File: src/sv/assert_macros.svh
// Assertion macros for the RTL file that carries checks.
`ifndef ASSERT_MACROS_SVH
`define ASSERT_MACROS_SVH
`ifndef SYNTHESIS
// Same-cycle implication, disabled while reset is high
`define ASSERT_IMPLIES(label, clk, rst, ante, cons) \
  label: assert property (@(posedge clk) disable iff (rst) (ante) |-> (cons)) \
    else $error("same-cycle implication violated");
// Next-cycle implication, disabled while reset is high
`define ASSERT_NEXT(label, clk, rst, ante, cons) \
  label: assert property (@(posedge clk) disable iff (rst) (ante) |=> (cons)) \
    else $error("next-cycle implication violated");
`else
`define ASSERT_IMPLIES(label, clk, rst, ante, cons)
`define ASSERT_NEXT(label, clk, rst, ante, cons)
`endif
`endif

File: src/sv/irm_pkg.sv
// Shared types and constants for the raw image moment block.
`default_nettype none

package irm_pkg;

  // Fixed field widths
  localparam int PIX_W   = 8;
  localparam int SIZE_W  = 11;
  localparam int ACC_W   = 57;
  localparam int CMP_W   = 13;
  localparam int M00_W   = 28;
  localparam int M10_W   = 37;
  localparam int M01_W   = 37;
  localparam int M20_W   = 47;
  localparam int M11_W   = 46;
  localparam int M02_W   = 47;
  localparam int M30_W   = 56;
  localparam int M21_W   = 56;
  localparam int M12_W   = 56;
  localparam int M03_W   = 56;
  localparam int NUM_MOM = 10;

  // Configuration register indexes
  localparam int CFG_IDX_W = 1;
  localparam logic [CFG_IDX_W-1:0] REG_WINDOW_WIDTH  = 1'b0;
  localparam logic [CFG_IDX_W-1:0] REG_WINDOW_HEIGHT = 1'b1;

  // Commands from the controller to the datapath; take, the stage valids and emit are qualified by en
  typedef struct packed {
    logic en;          // pipeline advances this cycle
    logic take;        // pixel accepted into stage 1
    logic row_end;     // accepted pixel closes a row
    logic win_end;     // accepted pixel closes the window
    logic sum_valid;   // stage 2 holds a pixel for the row sums
    logic sum_close;   // that pixel closes its row
    logic fold_valid;  // fold stage holds a finished row
    logic acc_valid;   // accumulate stage holds a finished row
    logic emit;        // that row closes the window: load the result
  } cmd_t;

endpackage

`default_nettype wire

File: src/sv/irm_ctrl.sv
// Controller: window counters, size registers, pipeline tags and output handshake.
`default_nettype none

module irm_ctrl
  import irm_pkg::*;
#(
  parameter int MAX_WIDTH  = 1024,
  parameter int MAX_HEIGHT = 1024
) (
  input  wire logic                 clk,
  input  wire logic                 rst,
  input  wire logic                 cfg_wr_en,
  input  wire logic [CFG_IDX_W-1:0] cfg_index,
  input  wire logic [SIZE_W-1:0]    cfg_wr_data,
  input  wire logic                 in_valid,
  output logic                      in_ready,
  output logic                      out_valid,
  input  wire logic                 out_ready,
  output logic [((MAX_WIDTH > 1) ? $clog2(MAX_WIDTH) : 1)-1:0]   x,
  output logic [((MAX_HEIGHT > 1) ? $clog2(MAX_HEIGHT) : 1)-1:0] y,
  output cmd_t                      cmd
);

  localparam int XW = (MAX_WIDTH > 1) ? $clog2(MAX_WIDTH) : 1;
  localparam int YW = (MAX_HEIGHT > 1) ? $clog2(MAX_HEIGHT) : 1;
  localparam int RST_LAST_COL = ((MAX_WIDTH < 1024) ? MAX_WIDTH : 1024) - 1;
  localparam int RST_LAST_ROW = ((MAX_HEIGHT < 1024) ? MAX_HEIGHT : 1024) - 1;

  typedef enum logic [1:0] {
    ST_EMPTY = 2'b01,
    ST_FULL  = 2'b10
  } state_t;

  state_t state, state_next;

  logic [XW-1:0] last_col;
  logic [YW-1:0] last_row;
  logic [XW-1:0] col_count;
  logic [YW-1:0] row_count;
  logic [XW-1:0] wr_last_col;
  logic [YW-1:0] wr_last_row;
  logic [CMP_W-1:0] wr_val;

  logic row_end, win_end, en, take;
  logic v1, re1, we1, v2, re2, we2, v3, we3, v4, we4;

  // Clamp a written size to 1..MAX and keep it as the last index
  always_comb begin
    wr_val = CMP_W'(cfg_wr_data);
    if (wr_val == '0) begin
      wr_last_col = '0;
      wr_last_row = '0;
    end else begin
      if (wr_val > CMP_W'(MAX_WIDTH)) begin
        wr_last_col = XW'(MAX_WIDTH - 1);
      end else begin
        wr_last_col = XW'(wr_val - CMP_W'(1));
      end
      if (wr_val > CMP_W'(MAX_HEIGHT)) begin
        wr_last_row = YW'(MAX_HEIGHT - 1);
      end else begin
        wr_last_row = YW'(wr_val - CMP_W'(1));
      end
    end
  end

  // Size registers
  always_ff @(posedge clk) begin
    if (rst) begin
      last_col <= XW'(RST_LAST_COL);
      last_row <= YW'(RST_LAST_ROW);
    end else if (cfg_wr_en) begin
      case (cfg_index)
        REG_WINDOW_WIDTH:  last_col <= wr_last_col;
        REG_WINDOW_HEIGHT: last_row <= wr_last_row;
        default: ;
      endcase
    end
  end

  // Row and window boundaries; pipeline holds only when a second result
  // reaches a still-occupied output register
  assign row_end  = (col_count >= last_col);
  assign win_end  = row_end && (row_count >= last_row);
  assign en       = !(v4 && we4 && (state == ST_FULL) && !out_ready);
  assign take     = in_valid && en;
  assign in_ready = en;
  assign x        = col_count;
  assign y        = row_count;

  // Column and row counters
  always_ff @(posedge clk) begin
    if (rst) begin
      col_count <= '0;
      row_count <= '0;
    end else if (take) begin
      if (row_end) begin
        col_count <= '0;
        row_count <= win_end ? '0 : row_count + YW'(1);
      end else begin
        col_count <= col_count + XW'(1);
      end
    end
  end

  // Tags that follow each transaction down the datapath stages
  always_ff @(posedge clk) begin
    if (rst) begin
      v1  <= 1'b0;
      re1 <= 1'b0;
      we1 <= 1'b0;
      v2  <= 1'b0;
      re2 <= 1'b0;
      we2 <= 1'b0;
      v3  <= 1'b0;
      we3 <= 1'b0;
      v4  <= 1'b0;
      we4 <= 1'b0;
    end else if (en) begin
      v1  <= take;
      re1 <= row_end;
      we1 <= win_end;
      v2  <= v1;
      re2 <= re1;
      we2 <= we1;
      v3  <= v2 && re2;
      we3 <= we2;
      v4  <= v3;
      we4 <= we3;
    end
  end

  // Commands to the datapath
  always_comb begin
    cmd.en         = en;
    cmd.take       = take;
    cmd.row_end    = row_end;
    cmd.win_end    = win_end;
    cmd.sum_valid  = en && v2;
    cmd.sum_close  = re2;
    cmd.fold_valid = en && v3;
    cmd.acc_valid  = en && v4;
    cmd.emit       = en && v4 && we4;
  end

  // Output register occupancy
  always_comb begin
    state_next = state;
    case (state)
      ST_EMPTY: begin
        if (cmd.emit) state_next = ST_FULL;
      end
      ST_FULL: begin
        if (out_ready && !cmd.emit) state_next = ST_EMPTY;
      end
      default: state_next = ST_EMPTY;
    endcase
  end

  always_ff @(posedge clk) begin
    if (rst) begin
      state <= ST_EMPTY;
    end else begin
      state <= state_next;
    end
  end

  assign out_valid = (state == ST_FULL);

endmodule

`default_nettype wire

File: config.mk
export PLATFORM = sky130hd
export DESIGN_NAME = irm_ctrl
export DESIGN_NICKNAME = d
export VERILOG_FILES = /design/src/sv/assert_macros.svh /design/src/sv/irm_pkg.sv /design/src/sv/irm_ctrl.sv
export SDC_FILE = /design/constraint.sdc
export NUM_CORES = 1
export LEC_CHECK = 0
export BUFFER_PORTS_ARGS = -buffer_cell sky130_fd_sc_hd__buf_2
export CAP_MARGIN = 10
export CORE_MARGIN = 5
export CORE_UTILIZATION = 46
export CTS_CLUSTER_SIZE = 20
export DETAILED_ROUTE_END_ITERATION = 12
export PLACE_DENSITY_LB_ADDON = 0.1
export SYNTH_ARGS = -nofsm -noshare
export SYNTH_HDL_FRONTEND = slang
export SYNTH_SLANG_ARGS = --single-unit
File: constraint.sdc
create_clock -name clk -period 3.84 [get_ports clk]
set_input_delay 0.768 -clock clk [delete_from_list [all_inputs] [get_ports clk]]
set_output_delay 0.768 -clock clk [all_outputs]
set_load 0.1 [all_outputs]
==> results of run 1 <==
power by group through the flow:
| stage | logic [µW] | registers [µW] | clock network (µW) |
|---|---|---|---|
| detailed placement | 123 | 579 | 0 |
| global route | 139 | 569 | 350 |
| floorplan | 76.9 | 593 | 0 |
| global placement | 122 | 579 | 0 |
| CTS | 124 | 567 | 322 |
| finish | 123 | 566 | 312 |
Yosys cell counts (all sizes together):
master / instances / area share [%]
mux2i: 2 / 0.71
dfxtp: 52 / 37
nand2: 36 / 5.1
inv: 28 / 3.7
and3: 3 / 0.66
xor2: 11 / 3.4
o211ai: 10 / 2.7
o211a: 1 / 0.35
or3: 9 / 2.2
and4: 2 / 0.62
a21o: 9 / 2.4
clkbuf: 8 / 1.1
nand4: 7 / 1.6
o31a: 2 / 0.62
nand3: 7 / 1.2
nor4: 2 / 0.44
clkinv: 1 / 0.13
o21ai: 18 / 3.6
nor2: 30 / 4.0
a21oi: 28 / 5.0
ha: 24 / 11
a211o: 1 / 0.31
buf: 10 / 2.4
nor3: 4 / 0.89
nand2b: 3 / 0.66
xnor2: 8 / 2.5
a211oi: 6 / 2.0
a221oi: 1 / 0.53
o21a: 5 / 1.3
nand4b: 1 / 0.31
a41oi: 1 / 0.58
and2: 4 / 0.89
or4: 1 / 0.27
or2: 1 / 0.22
o31ai: 1 / 0.27
logic make-up after synthesis:
family / count (synthesis) / synth area share [%]
and+or+nand+nor: 110 / 19.0
AOI/OAI and AO/OA: 83 / 19.6
muxes: 2 / 0.709
buffers and inverters: 47 / 7.31
xor gates and xnor gates: 19 / 5.89
DFF: 52 / 36.9
adders and majority gates: 24 / 10.6
flip-flops by register name, summed over array words and instances (netlist names):
signal,flops
we3,1
last_row,10
v3,1
re2,1
v2,1
we2,1
state,2
v1,1
re1,1
x,10
last_col,10
we1,1
we4,1
v4,1
y,10
worst paths after layout:
kind	start	endpoint	slack, ns
setup / recovery	y[3]	cmd[5]	0.74
hold / removal	we3	we3	0.46
setup reg to reg	x[4]	y[3]	1.35
hold reg to reg	we3	we3	0.46
final cells by class:
cell class                 instances  area share, %
sequential                        52           33.0
tap                               75           2.98
clock inverter                     3          0.596
inverter                          29           3.46
timing repair buffer              48           7.70
multi-input combinational        238           50.0
clock buffer                       5           2.18
metal layers:
layer | wire [µm] | vias to the layer above | GRT usage, %
li1 | - | 1230 | -
met1 | 2900 | 1037 | 21.4
met2 | 2710 | 33 | 25.6
met3 | 214 | 6 | 3.17
met4 | 77 | 0 | 5.22
met5 | 0 | - | 0
per-stage QoR:
step                      hold WS, ns  power [µW]  cells
after floorplan                 0.432         670    337
after global placement          0.440         700    442
after detailed placement        0.444         703    442
after CTS                       0.457        1010    450
after global routing            0.468        1060    450
final                           0.455        1000    450
worst max-delay path, stage by stage, from the launching register on:
cell and delay [ns]:
dfxtp_1 0.44, ha_1 0.28, a211o_1 0.29, a21oi_1 0.10, o21ai_0 0.14, a221oi_2 0.40
nor2_1 0.07, buf_2 0.30
layout by cell type (no fill, tap or decap), drive strengths merged, types with 6 or more instances in the layout:
cell	instances
or3	9
xor2	11
nor2	30
xnor2	8
o21ai	18
buf	48
o211ai	10
nand3	7
inv	28
a211oi	6
ha	24
a21oi	28
nand4	7
dfxtp	52
nand2	36
a21o	9
==> metrics.txt, run 1 <==
Final min period 3.10 ns; Yosys Warn Count 0; crit end category output port; status finished clean; maxcap violations 0; r2r worst-path depth 7; final hold vios 0; utilization after layout 52.9%; Resized Gates After CTS 0; syn avg cell area 8.38 µm²; post-route ant nets 0; Slew @ Worst Pin 0.728 ns; layout cell share with drive strength beyond 1 17.1%; post-CTS setup buffers 0; row count 28; DRT iter0 DRCs 83; final wirelength 5910 µm; # nets final 415; Cell Pwr Density 318 nW/µm²; Net Sw Frac 27.7%; die extent in x 88.4 µm; setup violation total in the final timing report 0; sequential cell area 1040 µm²; cts hold-fix bufs 0; Max clock buf depth 2; first-pass iteration count of the detailed router 4; DRC Markers 0; Yosys reg bits 52; total negative slack 0 ns; vias in the first global route 2122; area of the die 7810 µm²; via count 2306; kind of critical path reg -> out; Max Clock Skew 0.00679 ns; sequential element share of the synthesized area 36.9%; initial antenna violation count 0; gr usage total 15.9%; post-DR wirelength/cell 13.1 µm; part of the power in registers 56.6%; max frequency 323 MHz; final non-filler cell area 3150 µm²; headroom to the max-slew limit 51.1%; fillers 632; initial core utilization 47.4%; CORE AREA 5960 µm²; Psw 278 µW; DR vias/cell 5.12; critical path launch point type register; TritonCTS buffer count 5; CTS sink count 52; DP Area 3060 µm²; Worst-Skew Late Latency 0.31 ns; max-slew violation count 0; Comb pwr share 12.3%; Clk pwr share 31.2%; Leakage 0.00161 µW; HP Class reg -> reg; Post-Synthesis Net Count 378; P&R area growth vs syn 11.6%; worst slack, placed 1.07 ns; CP max FO 7; global-route wire length before repair 9900 µm; Req. time, crit path 3.07 ns; global placement routability congestion 0.908; CTS tree yes; depth of the worst hold-timing path 2; Diodes inserted 0; post-DP HPWL 4530 µm; Port-buffer cells 47; Mapped Area 2820 µm²; Distinct cells, synth 44; Synth Instances 337; area of the multi-input gates 1580 µm²; root buffer cell clkbuf_8; largest net degree at the start of global routing 21; Tcrit/Tclk final 80.7%; setup slack after layout 0.741 ns; Peak VDD IR 150 µV; arrival time at the worst endpoint 2.33 ns; Reg clk slew, reported paths 0.09 ns; P_int 723 µW; Congestion Overflow GR 0; number of I/O pins 48; die height 88.4 µm; RSZ-0062 raised after global routing false; number of H-tree levels 2
(Power assumes the default switching activity.)
==> inputs of run 2 (changes only) <==
Clock period 3.84 ns to 3.17 ns, I/O delays scaled along.
==> run 2 against run 1 <==
  * Sequential share of layout area decreased by 0.29 points
  * Highest routed layer unchanged
  * Via count up 0.65%
  * Global-route usage down 0.45 points
  * Clock skew is 0.0038 ns higher
  * Wire length shrank 1.8%
  * Largest power group unchanged
  * Final cell count grew 0.22%
  * Combinational power up 20%
  * Critical path depth stayed put
==> metrics.txt, run 2 (same netlist as run 1, synthesis figures left out) <==
crit end category output port; Port-buffer cells 47; CORE AREA 5960 µm²; status finished clean; row count 28; RSZ-0062 raised after global routing false; Resized Gates After CTS 0; setup violation total in the final timing report 0; post-DR wirelength/cell 12.9 µm; Final min period 2.95 ns; post-route ant nets 0; arrival time at the worst endpoint 2.31 ns; Slew @ Worst Pin 0.690 ns; root buffer cell clkbuf_8; initial core utilization 47.4%; HP Class reg -> reg; Max Clock Skew 0.0106 ns; post-CTS setup buffers 0; initial antenna violation count 0; max-slew violation count 0; slowest CP cell dfxtp_1; largest net degree at the start of global routing 21; Reg clk slew, reported paths 0.09 ns; Tcrit/Tclk final 92.9%; die extent in x 88.4 µm; headroom to the max-slew limit 53.7%; global placement routability congestion 0.846; most common cell after layout, fill and taps aside dfxtp_1; Congestion Overflow GR 0; sequential cell area 1040 µm²; Diodes inserted 0; # nets final 416; Worst-Skew Late Latency 0.30 ns; peak per-stage delay on the critical path 0.44 ns; worst hold margin 0.460 ns; TritonCTS buffer count 5; vias in the first global route 2175; critical path launch point type register; layout cell share with drive strength beyond 1 17.0%; first-pass iteration count of the detailed router 4; fillers 598; via count 2321; final wirelength 5800 µm; DRT iter0 DRCs 67; total negative slack 0 ns; global-route wire length before repair 9890 µm; cts hold-fix bufs 0; max frequency 340 MHz; maxcap violations 0; kind of critical path reg -> out; Max clock buf depth 2; CTS sink count 52; most frequent cells in the layout 52 x dfxtp_1, 47 x buf_2, 35 x nand2_1; P&R area growth vs syn 12.5%; Peak VDD IR 268 µV; DR vias/cell 5.15; post-DP HPWL 4460 µm; Req. time, crit path 2.54 ns; area of the die 7810 µm²; area of the multi-input gates 1580 µm²; gr usage total 15.5%; CP max FO 7; final hold vios 0; Leakage 0.00162 µW; number of I/O pins 48; DRC Markers 0; die height 88.4 µm; CP cell instances ha_1, a211o_1, a21oi_1, o21ai_0, a221oi_2, nor2_1, buf_2; CTS tree yes; number of H-tree levels 2; Cell Pwr Density 404 nW/µm²
run 2: changes by cell type in the layout (fill, tap and decap cells not counted), sizes merged:
cell,previous run,this run
clkbuf,5,6
bufinv,0,1
clkinv,4,2
buf,48,49
run 2: area by class of cell:
type / instances / share of cell area (%)
Timing Repair Buffer: 49 / 7.87
Sequential cell: 52 / 32.8
Clock buffer: 6 / 2.28
Multi-Input combinational cell: 238 / 49.6
Clock inverter: 2 / 1.10
Inverter: 29 / 3.43
Tap cell: 75 / 2.95
run 2: metrics by stage:
step	total power [µW]	instance area, µm²	worst slack, ns	instances	utilization [%]
after detailed placement	851	3070	0.533	443	51.6
after floorplan	811	2830	0.0316	337	-
after global routing	1340	3180	0.0139	451	53.4
after CTS	1300	3180	0.204	451	53.4
after global placement	849	3070	0.586	443	51.6
final	1280	3180	0.225	451	53.4
run 2: power breakdown:
part / total (µW) / internal [µW] / switching, µW
Sequential: 686 / 673 / 12.8
Clock: 448 / 235 / 214
Combinational: 148 / 49.4 / 99.0
run 2: final timing paths:
check | from | slack (ns) | endpoint | depth (start not counted)
min | we2 | 0.46 | we2 | 2
max reg2reg | x[7] | 0.75 | y[5] | 7
max | y[3] | 0.22 | cmd[5] | 7
min reg2reg | we2 | 0.46 | we2 | 2
run 2: critical path, delay by kind of cell (launching register included):
| family | cells | cell delay, ns |
|---|---|---|
| and+or+nand+nor | 1 | 0.08 |
| buffers and inverters | 1 | 0.30 |
| DFF | 1 | 0.44 |
| adders and majority gates | 1 | 0.28 |
| AOI/OAI and AO/OA | 4 | 0.93 |
run 2: layer usage:
metal / vias up / global-route usage, % / part of all wire (%)
met3: 4 / 2.79 / 4.2
met5: - / 0 / 0
li1: 1235 / - / -
met4: 0 / 3.43 / 0.72
met2: 41 / 25.6 / 45
met1: 1041 / 21.1 / 50
==> inputs of run 3 (changes only) <==
Settings changed: CORE_UTILIZATION 46 to 40, CTS_BUF_LIST from default to sky130_fd_sc_hd__clkbuf_8 sky130_fd_sc_hd__clkbuf_16, SKIP_LAST_GASP from default to 1.
==> run 3 against run 2 <==
  * Die area is 13% higher
  * Clock power is 1% higher
  * Non-clock buffer count stayed put
  * Final cell count is 4.7% higher
  * Wire length is 2.4% higher
  * Register-to-register slack worse by 0.03 ns
  * Via count is 0.56% higher
  * First-iteration DRC count is 30% higher
  * Largest cell class unchanged
  * Largest power group unchanged
  * Highest routed layer unchanged
==> metrics.txt, run 3 (same netlist as run 1, synthesis figures left out) <==
status finished clean; first-pass iteration count of the detailed router 4; row count 30; slowest CP cell dfxtp_1; initial antenna violation count 0; P&R area growth vs syn 13.5%; area of the multi-input gates 1580 µm²; fillers 705; post-route ant nets 0; root buffer cell clkbuf_8; largest net degree at the start of global routing 21; utilization after layout 46.9%; DR vias/cell 4.94; Clk pwr share 35.2%; depth of the worst hold-timing path 2; number of I/O pins 48; die extent in x 94.0 µm; Port-buffer cells 47; setup violation total in the final timing report 0; global-route wire length before repair 9990 µm; Diodes inserted 0; Setup crit start y[3]; # nets final 416; crit end category output port; Max clock buf depth 2; number of H-tree levels 2; CORE AREA 6830 µm²; RSZ-0062 raised after global routing false; sequential cell area 1040 µm²; headroom to the max-slew limit 53.3%; TritonCTS buffer count 5; DRC Markers 0; post-CTS setup buffers 0; global placement routability congestion 0.697; final hold vios 0; Req. time, crit path 2.54 ns; most common cell after layout, fill and taps aside dfxtp_1; max-slew violation count 0; CTS tree yes; Leakage 0.00162 µW; R2R Path Start x[7]; Tcrit/Tclk final 93.9%; final wirelength 5940 µm; CTS sink count 52; HP Class reg -> reg; P_int 954 µW; Peak VDD IR 220 µV; peak per-stage delay on the critical path 0.44 ns; kind of critical path reg -> out; Slew @ Worst Pin 0.696 ns; gr usage total 14.0%; area of the die 8840 µm²; worst slack, placed 0.526 ns; critical path launch point type register; Comb pwr share 11.6%; cts hold-fix bufs 0; CP max FO 7; Congestion Overflow GR 0; post-DR wirelength/cell 12.6 µm; Reg clk slew, reported paths 0.09 ns; setup slack after layout 0.192 ns; layout cell share with drive strength beyond 1 17.0%; Max Clock Skew 0.0133 ns; total negative slack 0 ns; DRT iter0 DRCs 87; initial core utilization 41.3%; post-DP HPWL 4540 µm; maxcap violations 0; Psw 334 µW; Resized Gates After CTS 0; max frequency 336 MHz; Hold Crit Start we3; die height 94.0 µm; r2r worst-path depth 7; Cell Pwr Density 402 nW/µm²; vias in the first global route 2102; arrival time at the worst endpoint 2.34 ns; Net Sw Frac 25.9%; Final min period 2.98 ns; part of the power in registers 53.2%; via count 2334; Worst-Skew Late Latency 0.31 ns; most frequent cells in the layout 52 x dfxtp_1, 47 x buf_2, 35 x nand2_1; CP cell instances ha_1, a211o_1, a21oi_1, o21ai_0, a221oi_2, nor2_1, buf_2
## run 3: path summary, 6_finish.rpt
| path | end | slack (ns) |
|---|---|---|
| setup / recovery | cmd[5] | 0.19 |
| hold / removal | we3 | 0.46 |
| setup reg to reg | y[8] | 0.72 |
| hold reg to reg | we3 | 0.46 |
## run 3: metrics by stage
step | area [µm²] | instances | hold slack, ns | total power [µW]
3_5_place_dp | 3100 | 464 | 0.445 | 853
5_1_grt | 3200 | 472 | 0.484 | 1360
3_3_place_gp | 3100 | 464 | 0.439 | 851
2_1_floorplan | 2830 | 337 | 0.432 | 811
4_1_cts | 3200 | 472 | 0.457 | 1310
6_report | 3200 | 472 | 0.457 | 1290
## run 3: layer usage
| layer | global-route usage (%) | vias up | routed length, µm |
|---|---|---|---|
| met3 | 3.69 | 7 | 301 |
| met1 | 18.6 | 1053 | 2860 |
| met5 | 0 | - | 0 |
| met2 | 22.4 | 38 | 2710 |
| li1 | - | 1236 | - |
| met4 | 3.85 | 0 | 73 |
## run 3: power by group through the flow
stage	clock (µW)	sequential, µW	combinational (µW)
floorplan	0	718	93.2
global placement	0	701	150
detailed placement	0	701	151
CTS	471	686	152
global route	503	690	169
finish	454	686	149
## run 3: final cells by class
| cell class | instances | area share (%) |
|---|---|---|
| Clock buffer | 5 | 2.15 |
| Clock inverter | 3 | 1.21 |
| Inverter | 29 | 3.40 |
| Multi-Input combinational cell | 238 | 49.2 |
| Sequential cell | 52 | 32.5 |
| Tap cell | 96 | 3.75 |
| Timing Repair Buffer | 49 | 7.81 |
## run 3: critical path, delay by kind of cell, from the launching register on
kind,cells,cell delay (ns)
compound gates,4,0.95
simple gates,1,0.07
buf+inv,1,0.30
flops,1,0.44
fa+ha+maj,1,0.28
